## config.mk

```make
export PLATFORM = sky130hd
export DESIGN_NAME = chunked_transfer_decoder_flat
export DESIGN_NICKNAME = d
export VERILOG_FILES = /design/src/rtl/ctd_pkg.sv /design/src/rtl/ctd_if.sv /design/src/rtl/ctd_size_parser.sv /design/src/rtl/ctd_out_stage.sv /design/src/rtl/chunked_transfer_decoder.sv /design/src/flat_wrapper.sv
export SDC_FILE = /design/constraint.sdc
export NUM_CORES = 1
export LEC_CHECK = 0
export ABC_AREA = 1
export BUFFER_PORTS_ARGS = -buffer_cell sky130_fd_sc_hd__buf_2
export CAP_MARGIN = 25
export CORE_ASPECT_RATIO = 0.5
export CORE_MARGIN = 3
export CORE_UTILIZATION = 27
export CTS_BUF_LIST = sky130_fd_sc_hd__clkbuf_4
export CTS_CLUSTER_DIAMETER = 100
export DETAILED_ROUTE_END_ITERATION = 10
export MAX_ROUTING_LAYER = met4
export SYNTH_ARGS = -nofsm -noshare
export SYNTH_HDL_FRONTEND = slang
export SYNTH_SLANG_ARGS = --single-unit
```

## constraint.sdc

```tcl
create_clock -name clk -period 4.5 [get_ports clk]
set_input_delay 1.125 -clock clk [delete_from_list [all_inputs] [get_ports clk]]
set_output_delay 1.125 -clock clk [all_outputs]
set_load 0.1 [all_outputs]
```

## src/rtl/ctd_pkg.sv

```systemverilog
`timescale 1ns / 1ps

package ctd_pkg;

  localparam logic [7:0] CharLf = 8'h0a;

  // Outcome of a size line when its newline arrives
  typedef struct packed {
    logic start_payload;
    logic terminate;
    logic overflow;
  } line_evt_t;

  typedef struct packed {
    logic        has_payload;
    logic [7:0]  payload_byte;
    logic        is_end;
    logic [31:0] total_length;
    logic        saw_terminator;
    logic        size_overflow;
  } res_t;

endpackage

```

## src/rtl/ctd_if.sv

```systemverilog
`timescale 1ns / 1ps

interface ctd_in_if;
  logic       valid;
  logic       ready;
  logic [7:0] in_byte;
  logic       buffer_end;

  modport source (output valid, output in_byte, output buffer_end, input ready);
  modport sink (input valid, input in_byte, input buffer_end, output ready);
endinterface

interface ctd_out_if;
  logic        valid;
  logic        ready;
  logic        has_payload;
  logic [7:0]  payload_byte;
  logic        is_end;
  logic [31:0] total_length;
  logic        saw_terminator;
  logic        size_overflow;

  modport source (
    output valid, output has_payload, output payload_byte, output is_end,
    output total_length, output saw_terminator, output size_overflow, input ready
  );
  modport sink (
    input valid, input has_payload, input payload_byte, input is_end,
    input total_length, input saw_terminator, input size_overflow, output ready
  );
endinterface

```

## src/rtl/ctd_size_parser.sv

```systemverilog
`timescale 1ns / 1ps

module ctd_size_parser #(
  parameter int SIZE_BITS = 32
) (
  input  logic                  clk,
  input  logic                  rst_n,
  input  logic                  parse_en,
  input  logic                  line_end,
  input  logic                  clear,
  input  logic [7:0]            cur_byte,
  output ctd_pkg::line_evt_t    evt,
  output logic [SIZE_BITS-1:0]  size_val
);
  import ctd_pkg::*;

  localparam logic [2:0] PhWs     = 3'd0;
  localparam logic [2:0] PhSign   = 3'd1;
  localparam logic [2:0] PhDigits = 3'd2;
  localparam logic [2:0] PhZero   = 3'd3;
  localparam logic [2:0] PhPrefix = 3'd4;
  localparam logic [2:0] PhDone   = 3'd5;
  localparam logic [2:0] PhOvf    = 3'd6;
  localparam logic [2:0] PhFail   = 3'd7;

  logic [2:0]           phase_r, phase_nxt;
  logic [SIZE_BITS-1:0] accum_r, accum_nxt;
  logic                 neg_r, neg_nxt;
  logic                 digit_r, digit_nxt;

  logic       is_hex;
  logic [3:0] hex_val;
  logic       is_ws;
  logic       is_sign;
  logic       acc_full;
  logic       take;

  always_comb begin
    is_hex  = 1'b1;
    hex_val = 4'd0;
    if (cur_byte >= 8'h30 && cur_byte <= 8'h39) begin
      hex_val = 4'(cur_byte - 8'h30);
    end else if (cur_byte >= 8'h61 && cur_byte <= 8'h66) begin
      hex_val = 4'(cur_byte - 8'h57);
    end else if (cur_byte >= 8'h41 && cur_byte <= 8'h46) begin
      hex_val = 4'(cur_byte - 8'h37);
    end else begin
      is_hex = 1'b0;
    end
  end

  assign is_ws = (cur_byte == 8'h20) || (cur_byte == 8'h09) || (cur_byte == 8'h0b) ||
                 (cur_byte == 8'h0c) || (cur_byte == 8'h0d);
  assign is_sign  = (cur_byte == 8'h2b) || (cur_byte == 8'h2d);
  assign acc_full = |accum_r[SIZE_BITS-1 -: 4];

  always_comb begin
    phase_nxt = phase_r;
    accum_nxt = accum_r;
    neg_nxt   = neg_r;
    digit_nxt = digit_r;
    if (clear || line_end) begin
      phase_nxt = PhWs;
      accum_nxt = '0;
      neg_nxt   = 1'b0;
      digit_nxt = 1'b0;
    end else if (parse_en) begin
      case (phase_r)
        PhWs, PhSign: begin
          if (phase_r == PhWs && is_ws) begin
            phase_nxt = phase_r;
          end else if (phase_r == PhWs && is_sign) begin
            neg_nxt   = (cur_byte == 8'h2d);
            phase_nxt = PhSign;
          end else if (cur_byte == 8'h30) begin
            digit_nxt = 1'b1;
            phase_nxt = PhZero;
          end else if (is_hex) begin
            if (acc_full) begin
              phase_nxt = PhOvf;
            end else begin
              phase_nxt = PhDigits;
              accum_nxt = {accum_r[SIZE_BITS-5:0], hex_val};
              digit_nxt = 1'b1;
            end
          end else begin
            phase_nxt = PhFail;
          end
        end
        PhZero, PhPrefix, PhDigits: begin
          if (phase_r == PhZero && (cur_byte == 8'h78 || cur_byte == 8'h58)) begin
            phase_nxt = PhPrefix;
          end else if (is_hex) begin
            if (acc_full) begin
              phase_nxt = PhOvf;
            end else begin
              phase_nxt = PhDigits;
              accum_nxt = {accum_r[SIZE_BITS-5:0], hex_val};
              digit_nxt = 1'b1;
            end
          end else begin
            phase_nxt = PhDone;
          end
        end
        default: begin
          phase_nxt = phase_r;
        end
      endcase
    end
  end

  always_ff @(posedge clk) begin
    if (!rst_n) begin
      phase_r <= PhWs;
      accum_r <= '0;
      neg_r   <= 1'b0;
      digit_r <= 1'b0;
    end else begin
      phase_r <= phase_nxt;
      accum_r <= accum_nxt;
      neg_r   <= neg_nxt;
      digit_r <= digit_nxt;
    end
  end

  assign take               = digit_r && (phase_r != PhFail) && (phase_r != PhOvf);
  assign evt.overflow       = (phase_r == PhOvf);
  assign evt.terminate      = take && (accum_r == '0);
  assign evt.start_payload  = take && (accum_r != '0) && !neg_r;
  assign size_val           = accum_r;

`ifndef SYNTHESIS
  // overflow is only reached when a new digit would shift a nonzero top nibble out
  a_ovf_after_digit: assert property (@(posedge clk) disable iff (!rst_n)
    (phase_r == PhOvf) |-> (digit_r && acc_full))
    else $error("overflow phase without a full accumulator");
`endif

endmodule

```

## src/rtl/ctd_out_stage.sv

```systemverilog
`timescale 1ns / 1ps

module ctd_out_stage (
  input  logic            clk,
  input  logic            rst_n,
  input  logic            push_valid,
  input  ctd_pkg::res_t   push_data,
  output logic            push_ready,
  output logic            out_valid,
  input  logic            out_ready,
  output ctd_pkg::res_t   out_data
);
  import ctd_pkg::*;

  logic  out_valid_r, out_valid_nxt;
  logic  skid_valid_r, skid_valid_nxt;
  res_t  out_data_r, out_data_nxt;
  res_t  skid_data_r, skid_data_nxt;

  assign push_ready = !skid_valid_r;
  assign out_valid  = out_valid_r;
  assign out_data   = out_data_r;

  always_comb begin
    out_valid_nxt  = out_valid_r;
    out_data_nxt   = out_data_r;
    skid_valid_nxt = skid_valid_r;
    skid_data_nxt  = skid_data_r;
    if (!out_valid_r || out_ready) begin
      if (skid_valid_r) begin
        out_valid_nxt  = 1'b1;
        out_data_nxt   = skid_data_r;
        skid_valid_nxt = 1'b0;
      end else begin
        out_valid_nxt = push_valid;
        out_data_nxt  = push_data;
      end
    end else if (push_valid) begin
      // hold the new word while the output is stalled
      skid_valid_nxt = 1'b1;
      skid_data_nxt  = push_data;
    end
  end

  always_ff @(posedge clk) begin
    if (!rst_n) begin
      out_valid_r  <= 1'b0;
      skid_valid_r <= 1'b0;
    end else begin
      out_valid_r  <= out_valid_nxt;
      skid_valid_r <= skid_valid_nxt;
    end
  end

  always_ff @(posedge clk) begin
    out_data_r  <= out_data_nxt;
    skid_data_r <= skid_data_nxt;
  end

`ifndef SYNTHESIS
  a_skid_behind_out: assert property (@(posedge clk) disable iff (!rst_n)
    skid_valid_r |-> out_valid_r)
    else $error("skid word held with empty output register");
  a_stalled_out_keeps: assert property (@(posedge clk) disable iff (!rst_n)
    (out_valid_r && !out_ready) |=> (out_valid_r && out_data_r == $past(out_data_r)))
    else $error("stalled output word changed");
`endif

endmodule

```

## src/rtl/chunked_transfer_decoder.sv

```systemverilog
`timescale 1ns / 1ps

// Chunked body decoder.
// in_ch carries one body byte per word plus buffer_end on the buffer's last
// byte. out_ch carries a word for every payload byte and one for the last
// byte of each buffer; the last word has is_end set with the payload count,
// terminator and overflow status. Bytes of size lines, CRLF and everything
// after the zero-size line produce no word.
// Throughput: one input word per cycle while in_ch.ready is high. The line state and payload counter
// update in the accept cycle, so there is no dependency stall.
// A result is held in the output register before it appears on out_ch.
// Stall: an output register plus a skid register part the channels; with
// the receiver stalled, one more result word goes into the skid register,
// then in_ch.ready drops until the receiver takes a word. Bytes that give
// no result keep flowing until the skid register fills.
// Reset (rst_n low, synchronous): all decode state clears, both output
// registers empty. After the last byte of a buffer the decoder returns to
// its reset state on its own.
module chunked_transfer_decoder #(
  parameter int SIZE_BITS   = 32,
  parameter int LENGTH_BITS = 32
) (
  input  logic     clk,
  input  logic     rst_n,
  ctd_in_if.sink   in_ch,
  ctd_out_if.source out_ch
);
  import ctd_pkg::*;

  localparam int WideBits = (LENGTH_BITS > 32) ? LENGTH_BITS : 32;

  logic                   accept;
  logic                   push_ready;
  logic                   active;
  logic                   is_lf;
  logic                   emit;
  logic                   last;
  line_evt_t              evt;
  logic [SIZE_BITS-1:0]   size_val;

  logic [SIZE_BITS-1:0]   remain_r, remain_nxt;
  logic                   in_payload_r, in_payload_nxt;
  logic                   terminated_r, terminated_nxt;
  logic [LENGTH_BITS-1:0] written_r, written_nxt;
  logic                   overflow_r, overflow_nxt;
  logic [WideBits-1:0]    written_wide;
  logic [SIZE_BITS-1:0]   remain_dec;
  res_t                   res;
  res_t                   out_data;

  assign in_ch.ready = push_ready;
  assign accept      = in_ch.valid && push_ready;
  assign last        = in_ch.buffer_end;
  assign is_lf       = (in_ch.in_byte == CharLf);
  assign active      = accept && !terminated_r && !in_payload_r;
  assign emit        = accept && !terminated_r && in_payload_r;
  assign remain_dec  = remain_r - SIZE_BITS'(1);

  ctd_size_parser #(
    .SIZE_BITS (SIZE_BITS)
  ) u_parser (
    .clk      (clk),
    .rst_n    (rst_n),
    .parse_en (active && !is_lf),
    .line_end (active && is_lf),
    .clear    (accept && last),
    .cur_byte (in_ch.in_byte),
    .evt      (evt),
    .size_val (size_val)
  );

  always_comb begin
    remain_nxt     = remain_r;
    in_payload_nxt = in_payload_r;
    terminated_nxt = terminated_r;
    written_nxt    = written_r;
    overflow_nxt   = overflow_r;
    if (emit) begin
      if (written_r != '1) begin
        written_nxt = written_r + LENGTH_BITS'(1);
      end
      remain_nxt = remain_dec;
      if (remain_dec == '0) begin
        in_payload_nxt = 1'b0;
      end
    end else if (active && is_lf) begin
      if (evt.overflow) begin
        overflow_nxt = 1'b1;
      end else if (evt.terminate) begin
        terminated_nxt = 1'b1;
      end else if (evt.start_payload) begin
        remain_nxt     = size_val;
        in_payload_nxt = 1'b1;
      end
    end
  end

  // saturate the running count into the 32-bit report
  assign written_wide = WideBits'(written_nxt);

  always_comb begin
    res.has_payload    = emit;
    res.payload_byte   = emit ? in_ch.in_byte : 8'd0;
    res.is_end         = last;
    res.total_length   = 32'd0;
    res.saw_terminator = last && terminated_nxt;
    res.size_overflow  = last && overflow_nxt;
    if (last) begin
      if (written_wide > WideBits'(32'hffff_ffff)) begin
        res.total_length = 32'hffff_ffff;
      end else begin
        res.total_length = written_wide[31:0];
      end
    end
  end

  always_ff @(posedge clk) begin
    if (!rst_n || (accept && last)) begin
      remain_r     <= '0;
      in_payload_r <= 1'b0;
      terminated_r <= 1'b0;
      written_r    <= '0;
      overflow_r   <= 1'b0;
    end else begin
      remain_r     <= remain_nxt;
      in_payload_r <= in_payload_nxt;
      terminated_r <= terminated_nxt;
      written_r    <= written_nxt;
      overflow_r   <= overflow_nxt;
    end
  end

  ctd_out_stage u_out (
    .clk        (clk),
    .rst_n      (rst_n),
    .push_valid (emit || (accept && last)),
    .push_data  (res),
    .push_ready (push_ready),
    .out_valid  (out_ch.valid),
    .out_ready  (out_ch.ready),
    .out_data   (out_data)
  );

  assign out_ch.has_payload    = out_data.has_payload;
  assign out_ch.payload_byte   = out_data.payload_byte;
  assign out_ch.is_end         = out_data.is_end;
  assign out_ch.total_length   = out_data.total_length;
  assign out_ch.saw_terminator = out_data.saw_terminator;
  assign out_ch.size_overflow  = out_data.size_overflow;

`ifndef SYNTHESIS
  a_term_excl_payload: assert property (@(posedge clk) disable iff (!rst_n)
    !(terminated_r && in_payload_r))
    else $error("payload active after terminator");
  a_remain_nonzero: assert property (@(posedge clk) disable iff (!rst_n)
    in_payload_r |-> (remain_r != '0))
    else $error("payload active with nothing remaining");
  a_buffer_end_clears: assert property (@(posedge clk) disable iff (!rst_n)
    (accept && last) |=> (!in_payload_r && !terminated_r && !overflow_r &&
                          written_r == '0))
    else $error("state not cleared after buffer end");
`endif

endmodule

```

## src/flat_wrapper.sv

```systemverilog
// flat-port wrapper written by rule: the top's interface ports become plain ports
module chunked_transfer_decoder_flat import ctd_pkg::*;
#(
  parameter int SIZE_BITS   = 32,
  parameter int LENGTH_BITS = 32
)
  (clk, rst_n, in_ch_valid, in_ch_in_byte, in_ch_buffer_end, in_ch_ready, out_ch_valid, out_ch_has_payload, out_ch_payload_byte, out_ch_is_end, out_ch_total_length, out_ch_saw_terminator, out_ch_size_overflow, out_ch_ready);
  ctd_in_if in_ch_i ();
  ctd_out_if out_ch_i ();
  input  logic clk;
  input  logic rst_n;
  input wire logic [$bits(in_ch_i.valid)-1:0] in_ch_valid;
  input wire logic [$bits(in_ch_i.in_byte)-1:0] in_ch_in_byte;
  input wire logic [$bits(in_ch_i.buffer_end)-1:0] in_ch_buffer_end;
  output wire logic [$bits(in_ch_i.ready)-1:0] in_ch_ready;
  output wire logic [$bits(out_ch_i.valid)-1:0] out_ch_valid;
  output wire logic [$bits(out_ch_i.has_payload)-1:0] out_ch_has_payload;
  output wire logic [$bits(out_ch_i.payload_byte)-1:0] out_ch_payload_byte;
  output wire logic [$bits(out_ch_i.is_end)-1:0] out_ch_is_end;
  output wire logic [$bits(out_ch_i.total_length)-1:0] out_ch_total_length;
  output wire logic [$bits(out_ch_i.saw_terminator)-1:0] out_ch_saw_terminator;
  output wire logic [$bits(out_ch_i.size_overflow)-1:0] out_ch_size_overflow;
  input wire logic [$bits(out_ch_i.ready)-1:0] out_ch_ready;
  assign in_ch_i.valid = in_ch_valid;
  assign in_ch_i.in_byte = in_ch_in_byte;
  assign in_ch_i.buffer_end = in_ch_buffer_end;
  assign in_ch_ready = in_ch_i.ready;
  assign out_ch_valid = out_ch_i.valid;
  assign out_ch_has_payload = out_ch_i.has_payload;
  assign out_ch_payload_byte = out_ch_i.payload_byte;
  assign out_ch_is_end = out_ch_i.is_end;
  assign out_ch_total_length = out_ch_i.total_length;
  assign out_ch_saw_terminator = out_ch_i.saw_terminator;
  assign out_ch_size_overflow = out_ch_i.size_overflow;
  assign out_ch_i.ready = out_ch_ready;
  chunked_transfer_decoder #(.SIZE_BITS(SIZE_BITS), .LENGTH_BITS(LENGTH_BITS)) u_core (.clk(clk), .rst_n(rst_n), .in_ch(in_ch_i), .out_ch(out_ch_i));
endmodule
```

==> results of run 1 <==
-- area by class of cell --
cell class,count,area [µm²],share of cell area
Clock buffer,17,128,0.0116
Inverter,124,465,0.0424
Sequential cell,194,4760,0.434
Antenna cell,1,2.50,0.000228
Timing Repair Buffer,69,385,0.0351
Tap cell,475,594,0.0541
Multi-Input combinational cell,927,4470,0.407
Clock inverter,15,171,0.0156
-- metrics by stage --
stage	worst slack [ns]	area [µm²]
final	1.73	11000
after global routing	1.44	11000
after CTS	1.65	11000
after detailed placement	1.15	10700
after global placement	1.26	10700
after floorplan	0.810	9930
-- registers in the layout (all words and copies together), names as in the netlist --
signal,cells
u_core.u_parser.phase_r,3
u_core.u_parser.digit_r,1
u_core.u_out.skid_valid_r,1
u_core.written_r,32
u_core.u_parser.size_val,32
u_core.u_out.out_valid,1
u_core.u_out.skid_data_r,44
u_core.in_payload_r,1
u_core.overflow_r,1
u_core.terminated_r,1
u_core.u_parser.neg_r,1
u_core.u_out.out_data,44
u_core.remain_r,32
-- final timing paths --
kind / startpoint / to / slack, ns / cells past startpoint
worst max-delay path: u_core.u_out.skid_valid_r / u_core.remain_r[0] / 1.73 / 8
worst min-delay path: u_core.overflow_r / u_core.overflow_r / 0.50 / 2
worst max register to register: u_core.u_out.skid_valid_r / u_core.remain_r[0] / 1.73 / 8
worst min register to register: u_core.overflow_r / u_core.overflow_r / 0.50 / 2
-- cells in the final DEF (no fill, tap or decap), drive strengths merged --
| master | netlist | final |
|---|---|---|
| a31oi | 2 | 2 |
| diode | 0 | 1 |
| clkinv | 2 | 7 |
| clkbuf | 20 | 17 |
| o21ai | 85 | 85 |
| edfxtp | 88 | 88 |
| a211oi | 1 | 1 |
| nand3b | 5 | 5 |
| ha | 8 | 8 |
| nand2 | 338 | 338 |
| o22ai | 1 | 1 |
| o211ai | 3 | 3 |
| nor3 | 20 | 20 |
| nor3b | 1 | 1 |
| and2 | 3 | 3 |
| nor4 | 2 | 2 |
| a21o | 1 | 1 |
| a21oi | 77 | 77 |
| xnor2 | 11 | 11 |
| xor2 | 29 | 29 |
| o21a | 1 | 1 |
| nor2 | 251 | 251 |
| dfxtp | 106 | 106 |
| nand3 | 58 | 58 |
| nand4 | 24 | 24 |
| buf | 23 | 69 |
| inv | 122 | 132 |
| o21bai | 1 | 1 |
| or3 | 1 | 1 |
| or2 | 4 | 4 |
-- power breakdown --
group / internal (mW) / switching [mW] / total, mW
clock network: 0.268 / 0.706 / 0.974
logic: 0.0523 / 0.247 / 0.299
registers: 1.86 / 0.00976 / 1.87
-- routing by layer --
layer	routed length, µm	vias up	part of all wire
met1	11400	3826	0.47
li1	-	4253	-
met4	411	0	0.017
met3	766	30	0.032
met5	0	-	0
met2	11700	133	0.48
-- logic make-up after synthesis --
logic type,Yosys count,share of synthesized area
simple gates,707,0.301
flops,194,0.480
compound gates,172,0.102
buf+inv,167,0.0716
xor+xnor,40,0.0353
fa+ha+maj,8,0.0101
-- critical path: cells and delay by family, from the launching register on --
family	cells	cell delay, ns
and+or+nand+nor	3	0.73
buffers and inverters	3	1.21
AOI/OAI and AO/OA	2	0.25
DFF	1	0.43
==> impl_metrics.yaml, run 1 <==
layout:
  fillCellCount: 3772
  syn2layout_area_growth_pct: 10.6
  fin_util: 0.310
  drive_gt1_frac: 0.129
  fin_cells: 1822
  final_nets: 1354
worst_setup_path:
  crit_path_end_kind: "flop"
  cp_common_cell: "buf_4"
  cp_slowest_cell: "buf_4"
  max_stage_delay_ns: 0.56
  cp-start-kind: "flop"
  arrival_ns: 3.27
  critPathKind: "reg2reg"
  crit_required_ns: 5.01
  cp_max_fo: 60
  crit_chain: "buf_4, nor2_1, nand2_1, nand2_2, buf_4, inv_1, o211ai_1, a21oi_1"
grt:
  grt_pass1_vias: 7795
  use_met3: 0.0179
  grtUsageTotal: 0.128
  globalRouteMet1Util: 0.161
  antenna_found_initial: 1
  grt_pass1_wl_mm: 40.1
  busiest_layer: "met2"
  gr-usage-met2: 0.218
  grt_max_degree: 61
  overflow: 0
timing:
  max_freq_mhz: 362
  rsz0062_at_grt: "false"
  slew_headroom: 0.402
  timing.setup.tns_ns: 0
  fin_crit_sh: 0.615
  finalSetupViolations: 0
  hold_viol_final: 0
  report.final.slew_viol_count: 0
  worst-slew-pin-transition_ns: 0.896
  layout_min_cycle_time_ns: 2.77
  holdWs_ns: 0.502
  clock_skew_ns: 0.0319
power:
  peakVddDrop_mv: 0.135
  p_leak_nw: 4.33
  pwr_density_cell_mw_per_mm2: 286
  finalPower_mw: 3.14
floorplan:
  fp.dieH_um: 142
  die_x_um: 277
  rows: 48
  num_io_pins: 59
  initial_core_util: 0.281
  dieArea_mm2: 0.0392
  core_mm2: 0.0354
drt:
  routed_wl_mm: 24.3
  drt_first_pass_iters: 5
  route.vias.total: 8242
  ant_nets: 0
  drt_iter0_drc: 554
  drc: 0
  viasPerCell: 4.52
  wl_per_cell_um: 13.3
synth:
  synth_edf_count: 88
  yosysMostFrequentCell: "nand2_1"
  synth_cell_types: 43
  syn_avg_cell_area_um2: 7.71
  synthTopCellsByArea: "edfxtp_1 (27%), dfxtp_1 (21%), nand2_1 (13%)"
  synth_top_area_frac: 0.266
  ys_ff_latch: 194
  syn_area_mm2: 0.00993
  syn_nets: 1309
  synthArstFlopShare: 0
  synth_top_area_cell: "edfxtp_1"
  ys.warnings.count: 0
  synth_cells: 1288
  synth_flop_cell: "dfxtp_1"
  yosysSeqAreaShare: 0.480
  synth.top_cells.by_count: "nand2_1 (332), nor2_1 (239), inv_1 (118)"
clock_network:
  postCtsResizedCells: 0
  ctsLongestPathBuffers: 2
  cts_made_buffers: 17
  path_clk_slew_ns: 0.19
  htree_levels: 4
  ctsHoldBuffers: 0
  clkLatencyLatePin_ns: 0.61
  root_buffer: "clkbuf_4"
  cts_tree: "done"
  clkSinkCount: 194
  post_cts_buffers: 0
placement:
  place_congestion: 0.905
  dp_cells: 1788
  numPortBuffers: 58
  dpl.hpwl_mm: 17.7
status:
  outcome: "finished clean"
worst_hold_path:
  hp-class: "reg2reg"
job:
  maxCapViolCount: 0
(Power assumes the default switching activity.)
==> run 2: changes to the inputs <==
--- a/config.mk
+++ b/config.mk
@@ -5,7 +5,7 @@
 export SDC_FILE = /design/constraint.sdc
 export NUM_CORES = 1
 export LEC_CHECK = 0
-export ABC_AREA = 1
+export ABC_AREA = 0
 export BUFFER_PORTS_ARGS = -buffer_cell sky130_fd_sc_hd__buf_2
 export CAP_MARGIN = 25
 export CORE_ASPECT_RATIO = 0.5
==> constraint.sdc (replaced) <==
create_clock -name clk -period 2.6 [get_ports clk]
set_input_delay 0.65 -clock clk [delete_from_list [all_inputs] [get_ports clk]]
set_output_delay 0.65 -clock clk [all_outputs]
set_load 0.1 [all_outputs]
==> run 2 against run 1 <==
Global-route usage rose by 0.97 points. Combinational power rose by 59%. Sequential cell count did not move. Sequential power rose by 72%.
==> impl_metrics.yaml, run 2 <==
worst_hold_path:
  hp-class: "in2reg"
  min_to: "u_core.u_out.out_valid"
  min_from: "rst_n"
  whs_path_depth: 2
drt:
  ant_nets: 0
  viasPerCell: 5.03
  routed_wl_mm: 23.7
  route.vias.total: 7473
  drt_iter0_drc: 574
  drc: 0
  wl_per_cell_um: 15.9
  drt_first_pass_iters: 5
clock_network:
  ctsHoldBuffers: 0
  clkSinkCount: 194
  path_clk_slew_ns: 0.19
  cts_made_buffers: 17
  clkLatencyLatePin_ns: 0.61
  post_cts_buffers: 0
  htree_levels: 4
  postCtsResizedCells: 0
  ctsLongestPathBuffers: 2
  root_buffer: "clkbuf_4"
  cts_tree: "done"
layout:
  drive_gt1_frac: 0.206
  layout_common_cells: "nor2_1 (116), dfxtp_1 (104), nand2_1 (101)"
  final_nets: 1061
  syn2layout_area_growth_pct: 18.8
  final_common_cell: "nor2_1"
  design_area_mm2: 0.0108
  fin_cells: 1486
timing:
  slew_headroom: 0.494
  worst-slew-pin-transition_ns: 0.752
  layout_min_cycle_time_ns: 2.45
  clock_skew_ns: 0.0341
  finalSetupViolations: 0
  hold_viol_final: 0
  report.final.slew_viol_count: 0
  fin_crit_sh: 0.943
  max_freq_mhz: 408
  rsz0062_at_grt: "false"
synth:
  synthTopCellsByArea: "edfxtp_1 (29%), dfxtp_1 (23%), nor2_1 (4.8%)"
  synth_cell_types: 74
  ys.warnings.count: 0
  syn_nets: 955
  ys_ff_latch: 194
  synth_flop_cell: "dfxtp_1"
  synth.top_cells.by_count: "nor2_1 (117), dfxtp_1 (106), nand2_1 (102)"
  syn_avg_cell_area_um2: 9.70
  synth_edf_count: 88
  synth_cells: 934
  synthArstFlopShare: 0
  yosysSeqAreaShare: 0.526
  yosysMostFrequentCell: "nor2_1"
  syn_area_mm2: 0.00906
  synth_top_area_frac: 0.292
  synth_top_area_cell: "edfxtp_1"
worst_setup_path:
  cp_slowest_cell: "or4_1"
  cp-start-kind: "flop"
  crit_family: "simple AND/OR/NAND/NOR gates"
  worstRegToRegCells: 6
  crit_chain: "or4_1, or3_1, o41ai_1, and4b_1, nor4b_4, a21oi_2"
  max_stage_delay_ns: 0.55
  critPathKind: "reg2reg"
  crit_required_ns: 3.12
  timing.rr.start: "u_core.remain_r[16]"
  path_buf_inv: 0
  cp_max_fo: 8
  rrSetupSlack_ns: 0.15
  arrival_ns: 2.97
  crit_path_end_kind: "flop"
  reg2reg_to: "u_core.in_payload_r"
job:
  maxCapViolCount: 0
grt:
  overflow: 0
  antenna_found_initial: 1
  grt_pass1_wl_mm: 38.9
  grtUsageTotal: 0.138
  grt_max_degree: 69
  grt_pass1_vias: 7472
status:
  outcome: "finished clean"
floorplan:
  initial_core_util: 0.280
  dieArea_mm2: 0.0359
  num_io_pins: 59
  core_mm2: 0.0323
  fp.dieH_um: 136
  rows: 46
  die_x_um: 265
placement:
  place_congestion: 0.907
  placed_area_mm2: 0.0104
  dpl.hpwl_mm: 16.8
  dp_cells: 1453
  numPortBuffers: 58
power:
  peakVddDrop_mv: 0.322
  p_leak_nw: 4.10
  pwr_density_cell_mw_per_mm2: 500
[run 2: worst reg2reg max path, stage by stage (launching register included)]
cell	delay, ns
dfxtp_1	0.36
or4_1	0.55
or3_1	0.47
o41ai_1	0.43
and4b_1	0.26
nor4b_4	0.21
a21oi_2	0.08
[run 2: where the power goes]
part	total (mW)	internal [mW]	switching [mW]
combinational	0.476	0.105	0.370
clock	1.69	0.456	1.23
sequential	3.22	3.21	0.0121
total	5.39	3.77	1.62
[run 2: worst max-delay path by stage]
stage | from | to | slack (ns) | depth (start not counted)
final | u_core.remain_r[16] | u_core.in_payload_r | 0.15 | 6
after global routing | u_core.remain_r[16] | u_core.in_payload_r | 0.02 | 6
after CTS | u_core.remain_r[1] | u_core.in_payload_r | 0.04 | 9
after detailed placement | in_ch_in_byte[0] | u_core.u_parser.size_val[20] | -0.1 | 9
after global placement | in_ch_in_byte[0] | u_core.u_parser.phase_r[1] | -0.07 | 9
after floorplan | out_ch_ready | u_core.u_out.skid_data_r[0] | -0.18 | 3
[run 2: through the flow]
stage / worst slack (ns) / hold WS [ns] / setup TNS, ns / total power [mW] / util
floorplan: -0.178 / 0.432 / -8.05 / 3.64 / -
global placement: -0.0704 / 0.442 / -1.59 / 3.76 / 0.322
detailed placement: -0.0997 / 0.453 / -2.24 / 3.77 / 0.322
CTS: 0.0386 / 0.224 / 0 / 5.44 / 0.331
global route: 0.0163 / 0.185 / 0 / 5.61 / 0.333
finish: 0.147 / 0.277 / 0 / 5.39 / 0.333
[run 2: per-layer routing]
metal  vias up  routed length [µm]  GRT usage
li1       3635                   -          -
met1      3629               10900      0.171
met2       171               11200      0.225
met3        38                 984     0.0290
met4         0                 595     0.0501
met5         -                   0          -
[run 2: final cells by class]
type / instances / area (µm²)
Antenna cell: 1 / 2.50
Clock buffer: 17 / 128
Clock inverter: 15 / 173
Fill cell: 3314 / 21600
Inverter: 17 / 71.3
Multi-Input combinational cell: 671 / 4090
Sequential cell: 194 / 4770
Tap cell: 432 / 541
Timing Repair Buffer: 139 / 986
[run 2: cell families (layout without fill, tap and decap cells)]
| kind of cell | after synthesis | count (layout) | synth area share |
|---|---|---|---|
| AO/OA/AOI/OAI | 199 | 199 | 0.139 |
| XOR/XNOR | 37 | 37 | 0.0358 |
| adder cells (fa/ha/maj) | 8 | 8 | 0.0110 |
| buffers and inverters | 69 | 188 | 0.0324 |
| flip-flops | 194 | 194 | 0.526 |
| multiplexers | 34 | 34 | 0.0385 |
| other | 0 | 1 | 0 |
| AND/OR/NAND/NOR | 393 | 393 | 0.218 |
